### config.mk
export PLATFORM = sky130hd
export DESIGN_NAME = gasp_cordic
export DESIGN_NICKNAME = d
export VERILOG_FILES = /design/src/golden_angle_spiral_point_generator_core_assert.svh /design/src/gasp_pkg.sv /design/src/gasp_cordic.sv
export SDC_FILE = /design/constraint.sdc
export NUM_CORES = 1
export LEC_CHECK = 0
export BUFFER_PORTS_ARGS = -buffer_cell sky130_fd_sc_hd__buf_2
export CAP_MARGIN = 10
export CELL_PAD_IN_SITES_DETAIL_PLACEMENT = 1
export CELL_PAD_IN_SITES_GLOBAL_PLACEMENT = 1
export CORE_AREA = 2 2 222 224
export DETAILED_ROUTE_END_ITERATION = 12
export DIE_AREA = 0 0 224 226
export GPL_ROUTABILITY_DRIVEN = 1
export GPL_TIMING_DRIVEN = 0
export PLACE_DENSITY = 0.79
export SYNTH_ARGS = -nofsm -noshare
export SYNTH_HDL_FRONTEND = slang
export SYNTH_SLANG_ARGS = --single-unit
### constraint.sdc
create_clock -name clk -period 6.76 [get_ports clk]
set_clock_uncertainty 0.2 [all_clocks]
set_input_delay 0.338 -clock clk [delete_from_list [all_inputs] [get_ports clk]]
set_output_delay 0.338 -clock clk [all_outputs]
set_load 0.02 [all_outputs]
### src/golden_angle_spiral_point_generator_core_assert.svh
// Assertion macros for the spiral point generator
`ifndef GOLDEN_ANGLE_SPIRAL_POINT_GENERATOR_CORE_ASSERT_SVH
`define GOLDEN_ANGLE_SPIRAL_POINT_GENERATOR_CORE_ASSERT_SVH
`ifndef ASSERT_OFF
`define GASP_ASSERT_IMM(lbl, pre, post, msg) \
    lbl: assert property (@(posedge clk) disable iff (!rst_n) (pre) |-> (post)) \
    else $error(msg);
`define GASP_ASSERT_NXT(lbl, pre, post, msg) \
    lbl: assert property (@(posedge clk) disable iff (!rst_n) (pre) |=> (post)) \
    else $error(msg);
`else
`define GASP_ASSERT_IMM(lbl, pre, post, msg)
`define GASP_ASSERT_NXT(lbl, pre, post, msg)
`endif
`endif

### src/gasp_pkg.sv
// Shared constants, types and tables of the spiral point generator
`timescale 1ns / 1ps
package gasp_pkg;
    localparam int MAX_POINTS   = 1024;
    localparam int ANGLE_BITS   = 24;
    localparam int COORD_BITS   = 12;
    localparam int IDX_W        = 10;
    localparam int CORDIC_ITERS = 16;
    localparam int ITER_W       = 4;
    localparam int LOG_STEPS    = 16;
    localparam int DIV_STEPS    = 42;
    localparam int SQRT_STEPS   = 16;
    localparam int STEP_W       = 6;

    localparam logic [31:0] GOLD_Q32 = 32'h61C8_8647;
    localparam logic [ANGLE_BITS-1:0] GOLD_STEP =
        ANGLE_BITS'((((64'(GOLD_Q32) << 1) >> (32 - ANGLE_BITS)) + 64'd1) >> 1);
    localparam logic signed [32:0] CORDIC_K = 33'sd652032874;

    localparam int CFG_IDX_W  = 2;
    localparam int CFG_DATA_W = 13;
    localparam logic [CFG_IDX_W-1:0] REG_POINT_COUNT   = 2'd0;
    localparam logic [CFG_IDX_W-1:0] REG_RADIUS_MODE   = 2'd1;
    localparam logic [CFG_IDX_W-1:0] REG_SCREEN_WIDTH  = 2'd2;
    localparam logic [CFG_IDX_W-1:0] REG_SCREEN_HEIGHT = 2'd3;

    localparam logic [IDX_W-1:0] RST_POINT_COUNT   = 10'd256;
    localparam logic [12:0]      RST_SCREEN_WIDTH  = 13'd1024;
    localparam logic [12:0]      RST_SCREEN_HEIGHT = 13'd768;

    localparam logic [2:0] MODE_LINEAR  = 3'd0;
    localparam logic [2:0] MODE_LOG     = 3'd1;
    localparam logic [2:0] MODE_SQUARE  = 3'd2;
    localparam logic [2:0] MODE_INVERSE = 3'd3;
    localparam logic [2:0] MODE_SQRT    = 3'd4;

    localparam logic [3:0] COLOUR_LAST = 4'd13;

    typedef struct packed {
        logic [IDX_W-1:0] idx;
        logic [IDX_W-1:0] cnt;
        logic [2:0]       mode;
    } rad_req_t;

    typedef enum logic [2:0] {R_IDLE, R_LOGN, R_LOGI, R_DIV, R_SQRT} rad_state_t;
    typedef enum logic [0:0] {C_IDLE, C_ITER} cor_state_t;
    typedef enum logic [2:0] {
        T_IDLE, T_START, T_CALC, T_RH, T_MX, T_PX, T_MY, T_PY
    } top_state_t;

    function automatic logic signed [32:0] atan_turn(input logic [ITER_W-1:0] k);
        logic signed [32:0] v;
        case (k)
            4'd0:    v = 33'sd536870912;
            4'd1:    v = 33'sd316933406;
            4'd2:    v = 33'sd167458907;
            4'd3:    v = 33'sd85004756;
            4'd4:    v = 33'sd42667331;
            4'd5:    v = 33'sd21354465;
            4'd6:    v = 33'sd10679838;
            4'd7:    v = 33'sd5340245;
            4'd8:    v = 33'sd2670163;
            4'd9:    v = 33'sd1335087;
            4'd10:   v = 33'sd667544;
            4'd11:   v = 33'sd333772;
            4'd12:   v = 33'sd166886;
            4'd13:   v = 33'sd83443;
            4'd14:   v = 33'sd41722;
            default: v = 33'sd20861;
        endcase
        return v;
    endfunction
endpackage

### src/gasp_cordic.sv
// Iterative CORDIC giving cos and sin of a turn angle
`timescale 1ns / 1ps
module gasp_cordic (
    input  logic                           clk,
    input  logic                           rst_n,
    input  logic                           start,
    input  logic [gasp_pkg::ANGLE_BITS-1:0] angle,
    output logic                           busy,
    output logic signed [31:0]             cos_v,
    output logic signed [31:0]             sin_v
);
    import gasp_pkg::*;

    cor_state_t          st_reg, st_next;
    logic [ITER_W-1:0]   k_reg, k_next;
    logic [1:0]          q_reg, q_next;
    logic signed [32:0]  x_reg, x_next;
    logic signed [32:0]  y_reg, y_next;
    logic signed [32:0]  z_reg, z_next;
    logic signed [31:0]  c_reg, c_next;
    logic signed [31:0]  s_reg, s_next;

    logic [31:0]        a32;
    logic [31:0]        asum;
    logic [31:0]        rz;
    logic signed [32:0] xs;
    logic signed [32:0] ys;
    logic signed [32:0] xn;
    logic signed [32:0] yn;

    assign a32   = 32'(angle) << (32 - ANGLE_BITS);
    assign asum  = a32 + 32'h2000_0000;
    assign rz    = a32 - {asum[31:30], 30'b0};
    assign xs    = x_reg >>> k_reg;
    assign ys    = y_reg >>> k_reg;
    assign xn    = z_reg[32] ? (x_reg + ys) : (x_reg - ys);
    assign yn    = z_reg[32] ? (y_reg - xs) : (y_reg + xs);
    assign busy  = (st_reg != C_IDLE);
    assign cos_v = c_reg;
    assign sin_v = s_reg;

    always_ff @(posedge clk or negedge rst_n)
    begin
        if (!rst_n)
        begin
            st_reg <= C_IDLE;
        end
        else
        begin
            st_reg <= st_next;
        end
    end

    always_ff @(posedge clk)
    begin
        k_reg <= k_next;
        q_reg <= q_next;
        x_reg <= x_next;
        y_reg <= y_next;
        z_reg <= z_next;
        c_reg <= c_next;
        s_reg <= s_next;
    end

    always_comb
    begin
        st_next = st_reg;
        k_next  = k_reg;
        q_next  = q_reg;
        x_next  = x_reg;
        y_next  = y_reg;
        z_next  = z_reg;
        c_next  = c_reg;
        s_next  = s_reg;
        case (st_reg)
            C_IDLE:
            begin
                if (start)
                begin
                    q_next  = asum[31:30];
                    z_next  = {rz[31], rz};
                    x_next  = CORDIC_K;
                    y_next  = '0;
                    k_next  = '0;
                    st_next = C_ITER;
                end
            end
            C_ITER:
            begin
                x_next = xn;
                y_next = yn;
                z_next = z_reg[32] ? (z_reg + atan_turn(k_reg))
                                   : (z_reg - atan_turn(k_reg));
                k_next = k_reg + 1'b1;
                if (k_reg == ITER_W'(CORDIC_ITERS - 1))
                begin
                    case (q_reg)
                        2'd0:
                        begin
                            c_next = xn[31:0];
                            s_next = yn[31:0];
                        end
                        2'd1:
                        begin
                            c_next = 32'(-yn);
                            s_next = xn[31:0];
                        end
                        2'd2:
                        begin
                            c_next = 32'(-xn);
                            s_next = 32'(-yn);
                        end
                        default:
                        begin
                            c_next = yn[31:0];
                            s_next = 32'(-xn);
                        end
                    endcase
                    st_next = C_IDLE;
                end
            end
            default:
            begin
                st_next = C_IDLE;
            end
        endcase
    end
endmodule

==> flow_summary_export.csv <==
group,metric,value,unit
timing,timing.final.crit_period,7.39,ns
setup_path,critPathMaxFanout,5,
setup_path,required,6.73,ns
timing,totalNegativeSetupSlack,-7.51,ns
layout,final_net_count,2879,
layout,regArea,5700,sq um
yosys,syn_area_per_cell,8.90,sq um
detailed_routing,drt_wl_total,103,mm
timing,finalHoldViolCount,0,
detailed_routing,drcViolationCount,0,
yosys,synth-edff-count,169,
cts,cts_htree_levels,4,
detailed_routing,firstDrtPassIters,8,
yosys,mappedNetlistNets,2557,
yosys,synth_ff_type,"edfxtp_1",
detailed_routing,drtAntennaViolNets,0,
yosys,synth.largest_area_cell,"edfxtp_1",
min_path,hold_path.class,"input pin to flip-flop",
detailed_routing,wl_per_cell,30.5,um
floorplanning,fp.dieArea,50600,sq um
global_route,grt_pass1_vias,22700,
timing,post-route-period-util,109,%
run_status,status,"complete, but fails checks",
detailed_routing,vias_per_cell,6.89,
setup_path,crit_path_end_kind,"flip-flop",
setup_path,critPathMostFrequentCell,"buf_12",
setup_path,worst-endpoint-arrival,7.36,ns
placement,detailedPlace.worstSlack,-2.76,ns
detailed_routing,number_of_violations_reported_at_the_end_of_detailed_routing_iteration_0,2636,
cts,clk_path_buf_depth,2,
timing,setup_slack,-0.631,ns
layout,n_fill_cell,5435,
setup_path,setup.worst_path.start_class,"flip-flop",
timing,final_max_slew_viol_count,0,
yosys,post_synth_main_area_contributors,"edfxtp_1 24%, mux4_2 9.9%, ha_1 6.6%",
setup_path,slowest_delay,0.50,ns
cts,cts_root_buf,"clkbuf_16",
timing,worst_slew_pin_slew,1.33,ns
global_route,met3_usage,8.08,%
yosys,mappedNetlistArea,21500,sq um
timing,max_clock_freq,135,MHz
timing,relSlewSlack,11.1,%
floorplanning,floorplan.initialDensity,44.4,%
global_route,grt_use_total,38.4,%
layout,area_growth,29.3,%
yosys,synth_common_cells,"261 x nor2_1, 204 x nand2_1, 192 x a21oi_1",
cts,clock_sink_count,200,
global_route,grt_first_pass_wirelength,144,mm
cts,cts-buffers-inserted,17,
timing,final-setup-viol-count,28,
run_status,failed_checks,"negative setup slack",
floorplanning,die_y,226,um
timing,grt_setup_unrepaired,"yes",
cts,cts.reportedPaths.clkPinSlew,0.08,ns
cts,tritoncts_clock_tree,"built",
setup_path,critical_path.slowest_cell,"a2111oi_4",
yosys,synth_sequential_area_ratio,26.5,%
yosys,synthArstFlopShare,0.500,%
global_route,met1_usage,50.0,%
yosys,yosys.cell_count.top_type,"nor2_1",
global_route,globalRoute.busiestLayer,"met2",
yosys,ys_types,118,
yosys,yosys_register_bits,200,
floorplanning,dieWidth,224,um
cts,clock_latency,0.52,ns
global_route,grtUsageMet2,60.6,%
floorplanning,num_io_pins,92,
layout,drive_gt1_share,32.6,%
global_route,grt.overflow.total,0,
placement,hpwl,73.2,mm
floorplanning,design.core.area,48300,sq um
placement,io_buffers,91,
global_route,grt_antenna_before_repair,1,
global_route,grt_max_degree,60,
floorplanning,rows,81,
run,max_cap_violations,0,
placement,gp_routability_congestion,1.03,
timing,worst_hold_slack,0.0376,ns
yosys,yosys.area.top_type_share,23.6,%
yosys,number_of_warning_messages_in_the_yosys_log,0,
layout,multi_input_area,17200,sq um
detailed_routing,detailed_route_via_count,23200,
setup_path,setup_crit_path_kind,"flip-flop to flip-flop",
yosys,synthCells,2414,
==> layout make-up <==
cell class	count	share of cell area, %
Timing Repair Buffer	319	8.86
Buffer	125	2.74
Clock buffer	17	1.53
Clock inverter	14	0.527
Tap cell	622	2.80
Multi-Input combinational cell	2005	62.1
Sequential cell	200	20.5
Inverter	68	0.928
Antenna cell	1	0.00901
==> layer usage <==
metal  vias to the layer above  part of all wire (%)
met4                         0                   5.3
met2                      1443                    45
met1                     11700                    39
met3                       322                    10
met5                         -                     0
li1                       9762                     -
==> metrics by stage <==
step,std cells,cell area (sq um),utilization [%]
after floorplan,2414,21500,-
after global placement,3127,22700,47.0
after detailed placement,3134,22900,47.3
after CTS,3296,26200,54.2
after global routing,3371,27800,57.5
final,3371,27800,57.5
==> kinds of logic after synthesis <==
kind of cell	synth area share, %
AOI/OAI and AO/OA	20.9
xor gates and xnor gates	7.57
adders and majority gates	6.86
buffers and inverters	4.11
DFF	26.5
muxes	14.4
and+or+nand+nor	19.7
==> placed cells by master (no fill, tap or decap), drive strengths merged, types with 85 or more instances in the layout <==
cell type    n
xnor2       98
edfxtp     169
clkbuf      92
xor2        85
nor2       262
o21ai      141
nand2      205
a21oi      192
ha         113
mux4        94
buf        345
==> timing repair <==
| action | CTS | global route |
|---|---|---|
| resized for setup | 338 | 218 |
| setup endpoints to repair | 80 | 41 |
| setup buffers | 121 | 75 |
| cloned | 1 | 0 |
| hold endpoints to repair | 23 | 0 |
| pin swaps | 104 | 102 |
| hold buffers | 24 | 0 |
==> path summary, 6_finish.rpt <==
| kind | from | endpoint | slack (ns) | cells past startpoint |
|---|---|---|---|---|
| worst max-delay path | k_reg[0] | sin_v[31] | -0.63 | 30 |
| worst min-delay path | start | busy | 0.04 | 3 |
| worst max register to register | k_reg[0] | sin_v[31] | -0.63 | 30 |
| worst min register to register | z_reg[0] | z_reg[0] | 0.50 | 2 |
| max in group asynchronous | rst_n | busy | 5.83 | 3 |
| min in group asynchronous | rst_n | busy | 0.43 | 3 |
==> worst max-delay path: cells and delay by family, from the launching register on <==
kind | cells | cell delay (ns)
xor+xnor | 1 | 0.35
compound gates | 5 | 1.28
fa+ha+maj | 1 | 0.29
buf+inv | 10 | 1.62
simple gates | 10 | 1.93
flops | 1 | 0.47
mux | 3 | 0.87
Power is not shown: default switching activity piles up to over one toggle a cycle in this logic, so the estimate is an artifact.
