==> config.mk <==
export PLATFORM = sky130hd
export DESIGN_NAME = gasp_radius
export DESIGN_NICKNAME = d
export VERILOG_FILES = /design/src/golden_angle_spiral_point_generator_core_assert.svh /design/src/gasp_pkg.sv /design/src/gasp_radius.sv
export SDC_FILE = /design/constraint.sdc
export NUM_CORES = 2
export LEC_CHECK = 0
export BUFFER_PORTS_ARGS = -buffer_cell sky130_fd_sc_hd__buf_2
export CAP_MARGIN = 20
export CORE_AREA = 2 2 351 353
export DETAILED_ROUTE_END_ITERATION = 12
export DIE_AREA = 0 0 353 355
export RECOVER_POWER = 50
export REMOVE_ABC_BUFFERS = 1
export SLEW_MARGIN = 40
export SYNTH_ARGS = -nofsm -noshare
export SYNTH_HDL_FRONTEND = slang
export SYNTH_SLANG_ARGS = --single-unit
==> constraint.sdc <==
create_clock -name clk -period 22.5 [get_ports clk]
set_input_delay 4.5 -clock clk [delete_from_list [all_inputs] [get_ports clk]]
set_output_delay 4.5 -clock clk [all_outputs]
set_load 0.01 [all_outputs]
==> src/golden_angle_spiral_point_generator_core_assert.svh <==
// Assertion macros for the spiral point generator
`ifndef GOLDEN_ANGLE_SPIRAL_POINT_GENERATOR_CORE_ASSERT_SVH
`define GOLDEN_ANGLE_SPIRAL_POINT_GENERATOR_CORE_ASSERT_SVH
`ifndef ASSERT_OFF
`define GASP_ASSERT_IMM(lbl, pre, post, msg) \
    lbl: assert property (@(posedge clk) disable iff (!rst_n) (pre) |-> (post)) \
    else $error(msg);
`define GASP_ASSERT_NXT(lbl, pre, post, msg) \
    lbl: assert property (@(posedge clk) disable iff (!rst_n) (pre) |=> (post)) \
    else $error(msg);
`else
`define GASP_ASSERT_IMM(lbl, pre, post, msg)
`define GASP_ASSERT_NXT(lbl, pre, post, msg)
`endif
`endif

==> src/gasp_pkg.sv <==
// Shared constants, types and tables of the spiral point generator
`timescale 1ns / 1ps
package gasp_pkg;
    localparam int MAX_POINTS   = 1024;
    localparam int ANGLE_BITS   = 24;
    localparam int COORD_BITS   = 12;
    localparam int IDX_W        = 10;
    localparam int CORDIC_ITERS = 16;
    localparam int ITER_W       = 4;
    localparam int LOG_STEPS    = 16;
    localparam int DIV_STEPS    = 42;
    localparam int SQRT_STEPS   = 16;
    localparam int STEP_W       = 6;

    localparam logic [31:0] GOLD_Q32 = 32'h61C8_8647;
    localparam logic [ANGLE_BITS-1:0] GOLD_STEP =
        ANGLE_BITS'((((64'(GOLD_Q32) << 1) >> (32 - ANGLE_BITS)) + 64'd1) >> 1);
    localparam logic signed [32:0] CORDIC_K = 33'sd652032874;

    localparam int CFG_IDX_W  = 2;
    localparam int CFG_DATA_W = 13;
    localparam logic [CFG_IDX_W-1:0] REG_POINT_COUNT   = 2'd0;
    localparam logic [CFG_IDX_W-1:0] REG_RADIUS_MODE   = 2'd1;
    localparam logic [CFG_IDX_W-1:0] REG_SCREEN_WIDTH  = 2'd2;
    localparam logic [CFG_IDX_W-1:0] REG_SCREEN_HEIGHT = 2'd3;

    localparam logic [IDX_W-1:0] RST_POINT_COUNT   = 10'd256;
    localparam logic [12:0]      RST_SCREEN_WIDTH  = 13'd1024;
    localparam logic [12:0]      RST_SCREEN_HEIGHT = 13'd768;

    localparam logic [2:0] MODE_LINEAR  = 3'd0;
    localparam logic [2:0] MODE_LOG     = 3'd1;
    localparam logic [2:0] MODE_SQUARE  = 3'd2;
    localparam logic [2:0] MODE_INVERSE = 3'd3;
    localparam logic [2:0] MODE_SQRT    = 3'd4;

    localparam logic [3:0] COLOUR_LAST = 4'd13;

    typedef struct packed {
        logic [IDX_W-1:0] idx;
        logic [IDX_W-1:0] cnt;
        logic [2:0]       mode;
    } rad_req_t;

    typedef enum logic [2:0] {R_IDLE, R_LOGN, R_LOGI, R_DIV, R_SQRT} rad_state_t;
    typedef enum logic [0:0] {C_IDLE, C_ITER} cor_state_t;
    typedef enum logic [2:0] {
        T_IDLE, T_START, T_CALC, T_RH, T_MX, T_PX, T_MY, T_PY
    } top_state_t;

    function automatic logic signed [32:0] atan_turn(input logic [ITER_W-1:0] k);
        logic signed [32:0] v;
        case (k)
            4'd0:    v = 33'sd536870912;
            4'd1:    v = 33'sd316933406;
            4'd2:    v = 33'sd167458907;
            4'd3:    v = 33'sd85004756;
            4'd4:    v = 33'sd42667331;
            4'd5:    v = 33'sd21354465;
            4'd6:    v = 33'sd10679838;
            4'd7:    v = 33'sd5340245;
            4'd8:    v = 33'sd2670163;
            4'd9:    v = 33'sd1335087;
            4'd10:   v = 33'sd667544;
            4'd11:   v = 33'sd333772;
            4'd12:   v = 33'sd166886;
            4'd13:   v = 33'sd83443;
            4'd14:   v = 33'sd41722;
            default: v = 33'sd20861;
        endcase
        return v;
    endfunction
endpackage

==> src/gasp_radius.sv <==
// Radius fraction unit: serial log2, restoring divider and square root
`timescale 1ns / 1ps
module gasp_radius (
    input  logic              clk,
    input  logic              rst_n,
    input  logic              start,
    input  gasp_pkg::rad_req_t req,
    output logic              busy,
    output logic [16:0]       radius
);
    import gasp_pkg::*;

    rad_state_t         st_reg, st_next;
    logic [STEP_W-1:0]  cnt_reg, cnt_next;
    logic [2:0]         mode_reg, mode_next;
    logic [IDX_W-1:0]   idx_reg, idx_next;
    logic [30:0]        m_reg, m_next;
    logic [3:0]         e_reg, e_next;
    logic [15:0]        frac_reg, frac_next;
    logic [19:0]        ln_reg, ln_next;
    logic [41:0]        num_reg, num_next;
    logic [19:0]        den_reg, den_next;
    logic [19:0]        rem_reg, rem_next;
    logic [31:0]        sv_reg, sv_next;
    logic [17:0]        srem_reg, srem_next;
    logic [15:0]        root_reg, root_next;
    logic [16:0]        r_reg, r_next;

    logic [61:0] msq;
    logic [31:0] sq;
    logic        lbit;
    logic [30:0] m_step;
    logic [15:0] frac_step;
    logic [20:0] dsh;
    logic        dge;
    logic [19:0] rem_step;
    logic [41:0] num_step;
    logic [19:0] st_t;
    logic [19:0] st_trial;
    logic        sge;
    logic [17:0] srem_step;
    logic [15:0] root_step;
    logic [34:0] lg_init;

    function automatic logic [34:0] log_init(input logic [IDX_W-1:0] x);
        logic [3:0] e;
        e = 4'd0;
        for (int k = 1; k < IDX_W; k++)
        begin
            if (x[k])
            begin
                e = 4'(k);
            end
        end
        return {e, 31'(x) << (5'd30 - {1'b0, e})};
    endfunction

    function automatic logic [16:0] clamp_r(input logic [41:0] q);
        return (q > 42'd65536) ? 17'd65536 : q[16:0];
    endfunction

    assign msq       = {31'b0, m_reg} * {31'b0, m_reg};
    assign sq        = msq[61:30];
    assign lbit      = sq[31];
    assign m_step    = lbit ? sq[31:1] : sq[30:0];
    assign frac_step = {frac_reg[14:0], lbit};

    assign dsh      = {rem_reg, num_reg[41]};
    assign dge      = dsh >= {1'b0, den_reg};
    assign rem_step = dge ? 20'(dsh - {1'b0, den_reg}) : dsh[19:0];
    assign num_step = {num_reg[40:0], dge};

    assign st_t      = {srem_reg, sv_reg[31:30]};
    assign st_trial  = {2'b00, root_reg, 2'b01};
    assign sge       = st_t >= st_trial;
    assign srem_step = sge ? 18'(st_t - st_trial) : st_t[17:0];
    assign root_step = {root_reg[14:0], sge};

    assign busy   = (st_reg != R_IDLE);
    assign radius = r_reg;

    always_ff @(posedge clk or negedge rst_n)
    begin
        if (!rst_n)
        begin
            st_reg <= R_IDLE;
        end
        else
        begin
            st_reg <= st_next;
        end
    end

    always_ff @(posedge clk)
    begin
        cnt_reg  <= cnt_next;
        mode_reg <= mode_next;
        idx_reg  <= idx_next;
        m_reg    <= m_next;
        e_reg    <= e_next;
        frac_reg <= frac_next;
        ln_reg   <= ln_next;
        num_reg  <= num_next;
        den_reg  <= den_next;
        rem_reg  <= rem_next;
        sv_reg   <= sv_next;
        srem_reg <= srem_next;
        root_reg <= root_next;
        r_reg    <= r_next;
    end

    always_comb
    begin
        st_next   = st_reg;
        cnt_next  = cnt_reg;
        mode_next = mode_reg;
        idx_next  = idx_reg;
        m_next    = m_reg;
        e_next    = e_reg;
        frac_next = frac_reg;
        ln_next   = ln_reg;
        num_next  = num_reg;
        den_next  = den_reg;
        rem_next  = rem_reg;
        sv_next   = sv_reg;
        srem_next = srem_reg;
        root_next = root_reg;
        r_next    = r_reg;
        lg_init   = log_init(idx_reg);
        case (st_reg)
            R_IDLE:
            begin
                lg_init = log_init(req.cnt);
                if (start)
                begin
                    mode_next = req.mode;
                    idx_next  = req.idx;
                    cnt_next  = '0;
                    rem_next  = '0;
                    if (req.cnt <= 10'd1 || (req.mode == MODE_LOG && req.idx == '0))
                    begin
                        r_next = '0;
                    end
                    else if (req.mode == MODE_LOG)
                    begin
                        e_next    = lg_init[34:31];
                        m_next    = lg_init[30:0];
                        frac_next = '0;
                        st_next   = R_LOGN;
                    end
                    else if (req.mode == MODE_SQUARE)
                    begin
                        num_next = {6'b0, 20'({10'b0, req.idx} * {10'b0, req.idx}), 16'b0};
                        den_next = 20'({10'b0, req.cnt} * {10'b0, req.cnt});
                        st_next  = R_DIV;
                    end
                    else if (req.mode == MODE_SQRT)
                    begin
                        num_next = {req.idx, 32'b0};
                        den_next = {10'b0, req.cnt};
                        st_next  = R_DIV;
                    end
                    else
                    begin
                        num_next = {16'b0, req.idx, 16'b0};
                        den_next = {10'b0, req.cnt};
                        st_next  = R_DIV;
                    end
                end
            end
            R_LOGN:
            begin
                m_next    = m_step;
                frac_next = frac_step;
                cnt_next  = cnt_reg + 1'b1;
                if (cnt_reg == STEP_W'(LOG_STEPS - 1))
                begin
                    ln_next   = {e_reg, frac_step};
                    e_next    = lg_init[34:31];
                    m_next    = lg_init[30:0];
                    frac_next = '0;
                    cnt_next  = '0;
                    st_next   = R_LOGI;
                end
            end
            R_LOGI:
            begin
                m_next    = m_step;
                frac_next = frac_step;
                cnt_next  = cnt_reg + 1'b1;
                if (cnt_reg == STEP_W'(LOG_STEPS - 1))
                begin
                    num_next = {6'b0, e_reg, frac_step, 16'b0};
                    den_next = ln_reg;
                    cnt_next = '0;
                    st_next  = R_DIV;
                end
            end
            R_DIV:
            begin
                num_next = num_step;
                rem_next = rem_step;
                cnt_next = cnt_reg + 1'b1;
                if (cnt_reg == STEP_W'(DIV_STEPS - 1))
                begin
                    cnt_next = '0;
                    if (mode_reg == MODE_SQRT)
                    begin
                        sv_next   = num_step[31:0];
                        srem_next = '0;
                        root_next = '0;
                        st_next   = R_SQRT;
                    end
                    else
                    begin
                        r_next  = clamp_r(num_step);
                        st_next = R_IDLE;
                    end
                end
            end
            R_SQRT:
            begin
                srem_next = srem_step;
                root_next = root_step;
                sv_next   = {sv_reg[29:0], 2'b00};
                cnt_next  = cnt_reg + 1'b1;
                if (cnt_reg == STEP_W'(SQRT_STEPS - 1))
                begin
                    r_next  = {1'b0, root_step};
                    st_next = R_IDLE;
                end
            end
            default:
            begin
                st_next = R_IDLE;
            end
        endcase
    end
endmodule

==> summary.txt <==
Synthesis
  • Syn Std Cell Area: approximately 46000 sq um
  • Main synth FF type: edfxtp_1
  • Ys async rst share: 1.17%
  • Synthesized instance count: 4785
  • Dominant cell type by area after synthesis: fa_1
  • Synth unique cells: 89
  • Top post-synthesis cells by area: fa_1, edfxtp_1, ha_1
  • Syn Area/Cell: roughly 9.6 sq um
  • Ys Warns: 0
  • Top cell type's share of synthesized area: between 30% and 40%
  • Post-synth EDFFs: approximately 250
  • Seq/Total Area, Yosys: 16.8%
  • Flip-flop and latch count after synthesis: 257

STA
  • Final-report max-slew violation count: between 150 and 200
  • Worst-margin pin slew: 3670 ps
  • Final Cycle Share: 41.7%
  • Crit path time final: about 9400 ps
  • Fin. Hold Viols: 0
  • Final setup fails: 0
  • Post-Route Skew: 36.8 ps
  • Final WS setup: 13110 ps
  • Slew margin rel.: -144%
  • RSZ-0062 raised after global routing: no
  • Fmax: approximately 110 MHz
  • Post-route setup TNS: 0 ps
  • Hold_ws: 510 ps

Layout
  • Leading cell type in the layout, fill and taps excluded: inv_1
  • Share of cells above drive strength 1: 3.98%
  • Largest register FFs: 42
  • NumNets Final: 5995
  • Post-Layout Inst Area: around 50000 sq um
  • Layout area overhead: 6.42%
  • Most frequent cells in the layout: inv_1, fa_1, nand2_1

Placement
  • Pre-CTS WS: 12710 ps
  • Placed inst area: 48000 sq um
  • Port Buffers: 43
  • Gpl congestion: 0.892
  • DP Wirelength: 89400 microns

Floorplanning
  • Rows: 128
  • Die span in x: about 350 microns
  • Total die area: ~130000 sq um
  • I/O pins: 44
  • Chip Height: roughly 360 microns
  • Core ar.: 121000 sq um
  • Starting utilization of the core area: a little under two fifths

Worst hold path
  • Hold Path Class: register to register
  • Min-delay src: sv_reg[11]$_DFFE_PP_

CTS
  • Post-CTS setup buffer count: 0
  • TritonCTS Buffers: 28
  • H-Tree Depth: 1
  • Root Driver: clkbuf_16
  • Clk_lat worst skew: 590 ps
  • Post-cts sizing count: 0
  • Clk sink count: 257
  • Max clock buf depth: 3
  • TritonCTS clock tree: built
  • Worst-path clk slew: 60 ps
  • Cts-stage hold buffer count: 0

Global routing
  • Largest net degree at the start of global routing: 67
  • Vias in the first global route: ~35000
  • Initial antenna violation count: 5
  • First-pass GRT wire length: 190000 microns
  • GR Util All Layers: between 10% and 20%
  • Grt ovf: 0

Setup path
  • Arr. time, crit path: slightly below 10000 ps
  • Most common cell on crit path: fa_1
  • Crit path max fanout: 15
  • CP cell instances: clkbuf_1, nand2_1, inv_1, fa_1, fa_1, fa_1, fa_1, fa_1, ha_1, nor3_1, nor2_1, o41a_1, a41o_1, o41a_1, a21oi_2, xnor2_1, o21ai_1
  • Crit-path max cell delay: roughly 660 ps
  • Endpoint type of the worst setup path: register
  • CP required: 22820 ps
  • Worst Setup SP: req[16]
  • Slowest stage cell, crit path: clkbuf_1
  • RR Startpoint: m_reg[15]$_DFFE_PP_
  • Crit Path Class: input pin to register
  • Critical Path Source Type: input pin

Run status
  • Failing checks: max-capacitance violations, max-slew violations
  • Status: complete, but fails checks

Drt
  • Total number of vias: 31800
  • DRC violation count after routing: 0
  • Vias per cell: 4.98
  • Drt pass-1 iters: 5
  • Post-DR wirelength/cell: ~18 microns
  • Initial drt markers: 1818
  • Antenna-violating nets left: 0
  • DRT Wirelength: 116000 microns

Run
  • Max cap viols: 4
worst max-delay path, delay by kind of cell:
kind                       cells  cell delay (ps)
adders and majority gates      6             2750
AOI/OAI and AO/OA              5             1030
buffers and inverters          2              800
and+or+nand+nor                3              490
xor gates and xnor gates       1              130
area by class of cell:
type | instances | area [sq um]
antenna | 1 | 2.50
inverter | 1120 | 4200
sequential | 257 | 7700
clock buffer | 36 | 741
multi-input combinational | 3221 | 33400
fill | 12200 | 72500
timing repair buffer | 96 | 569
clock inverter | 16 | 249
tap | 1625 | 2030
cell families (layout without fill, tap and decap cells):
logic type / after synthesis / count (layout) / share of synthesized area (%)
AOI/OAI and AO/OA: 532 / 532 / 7.65
xor gates and xnor gates: 134 / 134 / 2.59
adders and majority gates: 1245 / 1245 / 47.6
buffers and inverters: 1307 / 1268 / 10.7
DFF: 257 / 257 / 16.8
muxes: 98 / 98 / 2.22
other: 0 / 1 / 0
and+or+nand+nor: 1212 / 1212 / 12.5
final timing paths:
path	slack, ps	cells after the start	end
min	510	2	sv_reg[13]$_DFFE_PP_
min reg2reg	510	2	sv_reg[13]$_DFFE_PP_
max in group asynchronous	18510	1	st_reg[0]$_DFFE_PN0P_
max	13110	17	num_reg[35]$_DFFE_PP_
min in group asynchronous	3750	1	st_reg[2]$_DFFE_PN0P_
max reg2reg	13300	26	m_reg[26]$_DFFE_PP_
Yosys cell counts, types with 83 or more instances:
cell type / n
clkbuf_1: 172
nor2_1: 216
fa_1: 840
edfxtp_1: 254
ha_1: 405
xnor2_1: 83
and2_1: 244
a21oi_1: 149
inv_1: 1115
o21ai_0: 88
mux2i_1: 86
nand2_1: 497
through the flow:
stage,utilization (%),instances
3_5_place_dp,39.5,6319
5_1_grt,40.3,6371
6_report,40.3,6372
4_1_cts,40.4,6371
2_1_floorplan,-,4598
3_3_place_gp,39.5,6318
per-layer routing:
layer | vias up | track usage, % | wire (microns)
li1 | 14800 | - | -
met1 | 16000 | 24.9 | 49200
met2 | 714 | 33.3 | 57500
met3 | 176 | 2.21 | 5550
met4 | 2 | 5.63 | 3820
met5 | - | 0 | 10
Power is not shown: default switching activity piles up to over one toggle a cycle in this logic, so the estimate is an artifact.
